### src/rtl/crcpf_pkg.sv
// Shared types and constants for the CRC-8 packet framer.
// Used by crcpf_core, crc8_packet_framer and crcpf_check; depends on nothing.
package crcpf_pkg;

  // Command codes carried in the command field
  localparam logic CMD_OPEN = 1'b0;
  localparam logic CMD_DATA = 1'b1;

  // Frame constants
  localparam logic [7:0] FRAME_START = 8'hAA;
  localparam logic [7:0] CRC_POLY    = 8'h07;
  localparam logic [7:0] CRC_TOPBIT  = 8'h80;

  // Largest number of bytes one request can produce: header plus CRC
  localparam int MAX_RES = 5;
  localparam int CNT_W   = $clog2(MAX_RES + 1);

  typedef struct packed {
    logic        command;
    logic [7:0]  pkt_type;
    logic [15:0] pkt_len;
    logic [7:0]  data_byte;
  } cmd_t;

  typedef struct packed {
    logic [7:0] tx_byte;
    logic       end_of_packet;
  } tx_t;

  // Bytes produced by one request, in send order from entry 0
  typedef struct packed {
    tx_t [MAX_RES-1:0] item;
    logic [CNT_W-1:0]  count;
  } burst_t;

  // Fold one byte into the CRC-8, MSB first
  function automatic logic [7:0] crc_fold(input logic [7:0] crc, input logic [7:0] b);
    logic [7:0] c;
    c = crc ^ b;
    for (int k = 0; k < 8; k++) begin
      if ((c & CRC_TOPBIT) != 8'h00) begin
        c = {c[6:0], 1'b0} ^ CRC_POLY;
      end else begin
        c = {c[6:0], 1'b0};
      end
    end
    return c;
  endfunction

endpackage

### src/rtl/crcpf_core.sv
// Packet state and byte builder: turns one accepted request into a burst of bytes.
// Depends on crcpf_pkg.
module crcpf_core (
  input  logic                clk,
  input  logic                rst,
  input  logic                load,
  input  crcpf_pkg::cmd_t     cmd,
  output crcpf_pkg::burst_t   burst
);

  logic [7:0]  running_crc;
  logic [15:0] bytes_remaining;
  logic        packet_open;

  logic [7:0]  running_crc_next;
  logic [15:0] bytes_remaining_next;
  logic        packet_open_next;

  logic [7:0]  crc_new;
  logic [15:0] rem_dec;

  assign crc_new = crcpf_pkg::crc_fold(running_crc, cmd.data_byte);
  assign rem_dec = bytes_remaining - 16'd1;

  // Build the bytes for this request and the state it leaves behind
  always_comb begin
    burst                = '0;
    running_crc_next     = running_crc;
    bytes_remaining_next = bytes_remaining;
    packet_open_next     = packet_open;
    if (cmd.command == crcpf_pkg::CMD_OPEN) begin
      burst.item[0] = '{tx_byte: crcpf_pkg::FRAME_START, end_of_packet: 1'b0};
      burst.item[1] = '{tx_byte: cmd.pkt_type,           end_of_packet: 1'b0};
      burst.item[2] = '{tx_byte: cmd.pkt_len[15:8],      end_of_packet: 1'b0};
      burst.item[3] = '{tx_byte: cmd.pkt_len[7:0],       end_of_packet: 1'b0};
      running_crc_next     = 8'h00;
      bytes_remaining_next = cmd.pkt_len;
      packet_open_next     = (cmd.pkt_len != 16'd0);
      if (cmd.pkt_len == 16'd0) begin
        // empty packet: CRC of nothing follows at once
        burst.item[4] = '{tx_byte: 8'h00, end_of_packet: 1'b1};
        burst.count   = crcpf_pkg::CNT_W'(5);
      end else begin
        burst.count   = crcpf_pkg::CNT_W'(4);
      end
    end else if (packet_open) begin
      burst.item[0]        = '{tx_byte: cmd.data_byte, end_of_packet: 1'b0};
      bytes_remaining_next = rem_dec;
      if (rem_dec == 16'd0) begin
        // last payload byte: append CRC and close
        burst.item[1]    = '{tx_byte: crc_new, end_of_packet: 1'b1};
        burst.count      = crcpf_pkg::CNT_W'(2);
        running_crc_next = 8'h00;
        packet_open_next = 1'b0;
      end else begin
        burst.count      = crcpf_pkg::CNT_W'(1);
        running_crc_next = crc_new;
      end
    end
    // payload with no packet open: drop, count stays zero
  end

  // Advance packet state on each accepted request
  always_ff @(posedge clk) begin
    if (rst) begin
      running_crc     <= 8'h00;
      bytes_remaining <= 16'd0;
      packet_open     <= 1'b0;
    end else if (load) begin
      running_crc     <= running_crc_next;
      bytes_remaining <= bytes_remaining_next;
      packet_open     <= packet_open_next;
    end
  end

endmodule

### src/rtl/crc8_packet_framer.sv
// CRC-8 packet framer top level: burst buffer and output register.
// A request's bytes go from the burst buffer (held) into the output register (tx) in turn.
// Throughput: one request per cycle while each yields at most one byte and the output
//   is not stalled; a longer burst holds the input until its last byte leaves the buffer.
// Reset (rst, synchronous): no packet open, CRC and count cleared, buffers empty.
// Depends on crcpf_pkg and crcpf_core.
module crc8_packet_framer (
  input  logic              clk,
  input  logic              rst,
  input  logic              cmd_valid,
  output logic              cmd_ready,
  input  crcpf_pkg::cmd_t   cmd,
  output logic              tx_valid,
  input  logic              tx_ready,
  output crcpf_pkg::tx_t    tx
);

  crcpf_pkg::burst_t           burst;
  crcpf_pkg::burst_t           held;
  logic [crcpf_pkg::CNT_W-1:0] idx;
  logic                        held_has;
  logic                        pop;
  logic                        last_pop;
  logic                        load;

  crcpf_core u_core (
    .clk   (clk),
    .rst   (rst),
    .load  (load),
    .cmd   (cmd),
    .burst (burst)
  );

  // Move a byte to the output register whenever it is free or being taken
  assign held_has  = (idx != held.count);
  assign pop       = held_has && (!tx_valid || tx_ready);
  assign last_pop  = pop && (idx == held.count - crcpf_pkg::CNT_W'(1));
  assign cmd_ready = !held_has || last_pop;
  assign load      = cmd_valid && cmd_ready;

  // Hold the burst of the latest request and step through it
  always_ff @(posedge clk) begin
    if (rst) begin
      held.count <= '0;
      idx        <= '0;
    end else if (load) begin
      held.count <= burst.count;
      held.item  <= burst.item;
      idx        <= '0;
    end else if (pop) begin
      idx <= idx + crcpf_pkg::CNT_W'(1);
    end
  end

  // Output register
  always_ff @(posedge clk) begin
    if (rst) begin
      tx_valid <= 1'b0;
    end else if (pop) begin
      tx_valid <= 1'b1;
    end else if (tx_ready) begin
      tx_valid <= 1'b0;
    end
  end

  always_ff @(posedge clk) begin
    if (pop) begin
      tx <= held.item[idx];
    end
  end

endmodule

### config.mk
export PLATFORM = sky130hd
export DESIGN_NAME = crc8_packet_framer
export DESIGN_NICKNAME = d
export VERILOG_FILES = /design/src/rtl/crcpf_pkg.sv /design/src/rtl/crcpf_core.sv /design/src/rtl/crc8_packet_framer.sv
export SDC_FILE = /design/constraint.sdc
export NUM_CORES = 1
export LEC_CHECK = 0
export BUFFER_PORTS_ARGS = -buffer_cell sky130_fd_sc_hd__buf_2
export CAP_MARGIN = 20
export CORE_UTILIZATION = 52
export DETAILED_ROUTE_END_ITERATION = 16
export PLACE_DENSITY = 0.81
export SLEW_MARGIN = 30
export SYNTH_ARGS = -nofsm -noshare
export SYNTH_HDL_FRONTEND = slang
export SYNTH_SLANG_ARGS = --single-unit
### constraint.sdc
create_clock -name clk -period 3.4 [get_ports clk]
set_input_delay 0.51 -clock clk [delete_from_list [all_inputs] [get_ports clk]]
set_output_delay 0.51 -clock clk [all_outputs]
set_load 0.02 [all_outputs]
# After elaboration in Yosys (flattened, before gate mapping)
# Cells that the tools add are included.
dict set report op_classes {
  mux 26
  add_sub_neg 3
  reduce_logical 15
  magnitude_cmp 1
  eq_ne 3
  bitwise_logic 10
}
# cell count
set ops {}
lappend ops {{$mux W21} 2}
lappend ops {{$logic_not A16 Y1} 2}
lappend ops {{$mux W16} 2}
lappend ops {{$bmux W9 S3} 1}
lappend ops {{$mux W3} 8}
lappend ops {{$mux W8} 3}
lappend ops {{$not A3 Y3} 8}
lappend ops {{$mux W9} 2}
lappend ops {{$reduce_bool A16 Y1} 1}
lappend ops {{$sub A16 B1 Y16 const B} 1}
lappend ops {{$xor A8 B8 Y8} 1}
lappend ops {{$mux W1} 7}
lappend ops {{$reduce_and A2 Y1} 3}
lappend ops {{$lt A3 B4 Y1 const B} 1}
lappend ops {{$add A3 B1 Y3 const B} 1}
lappend ops {{$eq A3 B3 Y1} 1}
lappend ops {{$logic_and A1 B1 Y1} 3}
lappend ops {{$ne A3 B3 Y1} 1}
lappend ops {{$sub A3 B1 Y3 const B} 1}
lappend ops {{$logic_not A1 Y1} 2}
lappend ops {{$logic_or A1 B1 Y1} 2}
lappend ops {{$mux W2} 1}
lappend ops {{$ne A2 B1 Y1 const B} 1}
lappend ops {{$reduce_bool A2 Y1} 1}
lappend ops {{2 further kinds} 2}
dict set report word_totals {
  out_inout_bits 11
  in_bits 37
  word_cells 77
  ff_bits 86
}

# Logic depth before layout (Yosys ltp)
dict set report depth {
  word_depth 20
  depth_mapped 9
  depth_no_buf 8
}

# Cells and area by module
# From an unflattened synthesis, not the netlist that was laid out.
dict set report hier_totals {
  hier_cells 409
  hier_area_um2 4403.0
}
# module area_per_inst_um2 n_inst seq_area_each_um2 cells_each
set by_module_without_submodules {}
lappend by_module_without_submodules {crc8_packet_framer 2397.3 1 1761.7 136}
lappend by_module_without_submodules {crcpf_core 2005.7 1 500.5 273}

# Least setup slack after synthesis
# OpenSTA, ideal clock, no wires.
dict set report synth_timing {
  kind {reg2reg}
  startpoint {reg held[0] in the netlist's numbering}
  endpoint {reg held[10] in the netlist's numbering (enable)}
  path_slack_ps 797
  t_required_ps 3010
  setup_time_ps 390
  period_less_slack_ps 2603
  n_path_buf 0
  stages_incl_launch_ff 7
  t_arrival_ps 2213
  cell_sequence {dfxtp_1 > inv_1 > ha_1 > xnor2_1 > nor4_1 > o211ai_1 > inv_1}
}
dict set report synth_via {
  elab_chain_cells 6
  elab_cells_between_ends 9
  cone_classes {1 x add/sub; 2 x eq/ne; 6 x reduce/logical}
}
# item line
set synth_lines {}
lappend synth_lines {{start, declared} crc8_packet_framer.sv:19} ;# crcpf_pkg::burst_t held;
lappend synth_lines {{$sub A3 B1 Y3 / $ne A3 B3 Y1 (equally long branches)} {crc8_packet_framer.sv:37, crc8_packet_framer.sv:35}}
lappend synth_lines {{$eq A3 B3 Y1 / $logic_and A1 B1 Y1 (equally long branches)} {crc8_packet_framer.sv:37, crc8_packet_framer.sv:36}}
lappend synth_lines {{$logic_and A1 B1 Y1} crc8_packet_framer.sv:37} ;# assign last_pop = pop && (idx == held.count - crcpf_pkg::CNT_W'(1));
lappend synth_lines {{$logic_or A1 B1 Y1 (*)} crc8_packet_framer.sv:38} ;# assign cmd_ready = !held_has || last_pop;
lappend synth_lines {{$logic_and A1 B1 Y1 (*)} crc8_packet_framer.sv:39} ;# assign load = cmd_valid && cmd_ready;
lappend synth_lines {{$reduce_and A2 Y1 (no source line) (*)} n/a}
# Mark *: on every way between the ends. The rest lies on a longest branch, timed or not.
# A chain may end at the register's enable or synchronous reset.

# Worst setup path in the final report
dict set report layout_timing {
  startpoint {reg idx[2] in the netlist's numbering}
  endpoint {out cmd_ready}
}
dict set report layout_via {
  elab_chain_cells 4
  elab_cells_between_ends 6
  cone_classes {2 x eq/ne; 4 x reduce/logical}
}
# item line
set layout_lines {}
lappend layout_lines {{start, declared} crc8_packet_framer.sv:20} ;# logic [crcpf_pkg::CNT_W-1:0] idx;
lappend layout_lines {{start signal, assigned} crc8_packet_framer.sv:51} ;# idx <= idx + crcpf_pkg::CNT_W'(1);
lappend layout_lines {{$ne A3 B3 Y1} crc8_packet_framer.sv:35} ;# assign held_has = (idx != held.count);
lappend layout_lines {{$logic_and A1 B1 Y1} crc8_packet_framer.sv:36} ;# assign pop = held_has && (!tx_valid || tx_ready);
lappend layout_lines {{$logic_and A1 B1 Y1} crc8_packet_framer.sv:37}
lappend layout_lines {{$logic_or A1 B1 Y1 (*)} crc8_packet_framer.sv:38}
lappend layout_lines {{end, declared} crc8_packet_framer.sv:11} ;# output logic cmd_ready,
# Marks and branches as above.

==> run_results.csv <==
group,metric,value,unit
worst_setup_path,critical_path_arrival,2.18,ns
synth,ys.warnings.count,0,
worst_setup_path,timing.critical_path.required,2.89,ns
synth,netlist_area,4000,µm²
synth,syn-num-nets,406,
synth,synth_area_per_cell,10.9,µm²
timing,final_count_of_pins_violating_max_slew,0,
synth,synth_simple_gate_area_share,17.9,%
routing,drt-vias-per-instance,6.20,
global_routing,grt_overflow_total,0,
placement,dpl.cell_count,495,
worst_setup_path,cp_num_buf_inv,1,
floorplan,std_cell_rows,31,
routing,detailroute.via_count,3169,
global_routing,grt_max_degree,37,
synth,synth_area_in_compound_gates,15.7,%
timing,worst_slew_margin_rel,48.1,%
timing,finalSetupTns,0,ns
worst_setup_path,critical_path_class,"flop to output pin",
worst_setup_path,critical_path.max_fanout,13,
synth,synth-adder-area-share,1.25,%
final_layout,n_antenna_cell,0,
floorplan,die-width,89.7,µm
worst_setup_path,startpoint,"idx[2]$_SDFFE_PP0P_",
routing,firstDrtPassIters,5,
final_layout,synthesis_to_layout_area_growth,11.4,%
clock_network,cts_inserted_buffers,9,
worst_setup_path,rrSetupSlack,0.76,ns
worst_setup_path,cells_on_worst_reg2reg_path,7,
timing,max_freq,372,MHz
final_layout,nets,448,
synth,synth-edff-count,43,
floorplan,core_footprint,7330,µm²
final_layout,stdcell_count,511,
routing,number_of_remaining_drc_errors,0,
routing,wire_per_inst,18.5,µm
worst_setup_path,crit_family,"flip-flops",
global_routing,number_of_antenna_violations_at_the_first_check_in_global_routing,0,
synth,yosysMostFrequentCell,"edfxtp_1",
worst_setup_path,timing.critical_path.depth,4,
timing,setup_violations,0,
clock_network,clock_sink_count,75,
hold_path,hold_class,"primary input to flop",
routing,detail_route.iter0.violations,260,
final_layout,final_layout_size_suffix_gt1_share,21.8,%
floorplan,start_util,54.5,%
timing,final.setup_skew,0.00907,ns
timing,finalCritPeriodShare,79.1,%
floorplan,die_area,8040,µm²
synth,synthTopCellsByCount,"edfxtp_1, dfxtp_1, nor2b_1",
clock_network,clock_latency,0.35,ns
final_layout,utilization,60.7,%
global_routing,first_global_vias,2827,
global_routing,grt_pass1_wl,14500,µm
worst_setup_path,max_stage_delay,0.60,ns
timing,rsz0062_at_grt,"no",
routing,antenna_violating_nets_post_route,0,
clock_network,cts-htree-levels,3,
synth,synth_top_area_share,32.3,%
worst_setup_path,endpoint_of_the_most_critical_register_to_register_path,"u_core.bytes_remaining[14]$_SDFFE_PP0P_",
synth,ys_top_cells_by_area,"edfxtp_1, dfxtp_1, xnor2_1",
placement,port-buffer-count,47,
synth,synth_top_cell_by_area,"edfxtp_1",
final_layout,stdcell_area,4450,µm²
placement,place.detailed.hpwl,6840,µm
worst_setup_path,setup.worst_path.start_class,"flop",
worst_setup_path,worstPathCellList,"xor3_1, or4_4, nand2_1, buf_2",
pwr,cellPowerDensity,684,nW/µm²
outcome,outcome,"finished clean",
clock_network,tritoncts,"built",
global_routing,track_usage,25.0,%
pwr,vdd_ir_drop_max,0.303,mV
timing,min_period,2.69,ns
worst_setup_path,slowest_stage,"dfxtp_1",
clock_network,ctsHoldBuffers,0,
timing,setup_slack,0.712,ns
pwr,power,3.04,mW
synth,post_synth_num_cell_types,61,
pwr,leakage,1.61,nW
placement,dp_slack,0.818,ns
worst_setup_path,worstReg2RegStart,"u_core.bytes_remaining[0]$_SDFFE_PP0P_",
timing,max_slew.worst_pin.slew,0.777,ns
timing,worst_hold_slack,0.444,ns
synth,yosys_most_used_dff,"edfxtp_1",
clock_network,clockBufferDepth,2,
clock_network,cts.repair.resized,0,
synth,postSynth.asyncResetShare,0,%
synth,ys_ff_latch,75,
synth,synth_seq_area_share,48.3,%
synth,muxShareOfSynthArea,5.26,%
worst_setup_path,worst_setup_path_endpoint,"cmd_ready",
worst_setup_path,setup.worst_path.end_class,"output pin",
routing,finalWirelength,9450,µm
floorplan,boundaryPins,48,
placement,finalWeightedCongestion,0.946,
synth,dominant_combinational_cell_family_by_area_after_synthesis,"simple AND/OR/NAND/NOR gates",
synth,netlist_instances,365,
synth,synth_xor_xnor_area_share,7.14,%
clock_network,cts_root_buffer,"clkbuf_8",
run,maxCapViolations,0,
placement,place_area,4280,µm²
floorplan,die_y,89.7,µm
timing,final-hold-violation-count,0,
clock_network,cts.reportedPaths.clkPinSlew,0.08,ns
clock_network,post-cts-setup-buffers,0,
sequential cells by signal, summed over array words and instances (netlist names):
signal and cells:
u_core.packet_open 1, u_core.bytes_remaining 16, held 37, u_core.running_crc 8
tx_valid 1, idx 3, tx 9
how the worst min path moves through the flow:
stage / startpoint / endpoint / slack [ns] / depth (start not counted)
2_1_floorplan: u_core.running_crc[0]$_SDFFE_PP0P_ / u_core.running_crc[0]$_SDFFE_PP0P_ / 0.46 / 2
3_3_place_gp: u_core.running_crc[5]$_SDFFE_PP0P_ / u_core.running_crc[5]$_SDFFE_PP0P_ / 0.47 / 2
3_5_place_dp: u_core.running_crc[1]$_SDFFE_PP0P_ / u_core.running_crc[1]$_SDFFE_PP0P_ / 0.48 / 2
4_1_cts: cmd[26] / held[15]$_DFFE_PP_ / 0.44 / 2
5_1_grt: cmd[29] / held[18]$_DFFE_PP_ / 0.44 / 2
6_report: cmd[28] / held[17]$_DFFE_PP_ / 0.44 / 2
final cells by class:
class,count,area [µm²]
fill,566,2880
sequential,75,1930
inverter,12,45.0
multi-input combinational,255,1890
clock inverter,5,36.3
timing repair buffer,54,285
clock buffer,11,141
tap,99,124
worst reg2reg max path, stage by stage (launching register included):
cell and delay (ns):
dfxtp_1 0.39, inv_1 0.11, ha_1 0.38, or3b_2 0.50, nor3_1 0.56, a21o_1 0.19, a31oi_1 0.09, o31a_1 0.32
power breakdown:
part / total [mW] / internal, mW / leakage (nW) / switching [mW]
Clock: 0.628 / 0.289 / 0.0941 / 0.339
Combinational: 1.10 / 0.438 / 0.852 / 0.665
Sequential: 1.31 / 1.18 / 0.667 / 0.138
Total: 3.04 / 1.90 / 1.61 / 1.14
logic make-up after synthesis:
family / after synthesis
simple gates: 125
compound gates: 85
xor+xnor: 30
fa+ha+maj: 4
flops: 75
buf+inv: 35
mux: 11
cell usage in the layout (no fill, tap or decap), types with 6 or more instances in the layout:
cell type and count:
inv_1 12, xnor2_1 22, a21oi_1 14, nor4_1 9, dfxtp_1 32, mux4_2 8, a31oi_1 7, nand3_1 13
and3_1 6, o2bb2ai_1 9, nor3_1 10, buf_4 6, o31ai_1 8, xor2_1 6, edfxtp_1 43, buf_2 48
o22ai_1 6, nand2_1 18, nor2_1 19, nor2b_1 25, clkbuf_8 10, o21ai_0 13
metal layers:
layer / wire length, µm / up-vias / GRT usage, % / share of wire, %
met4: 311 / 0 / 12.1 / 3.3
met2: 4460 / 179 / 37.5 / 47
met3: 842 / 28 / 5.85 / 8.9
met5: 0 / - / 0 / 0
li1: - / 1460 / - / -
met1: 3840 / 1502 / 34.3 / 41
(Power assumes the default switching activity.)
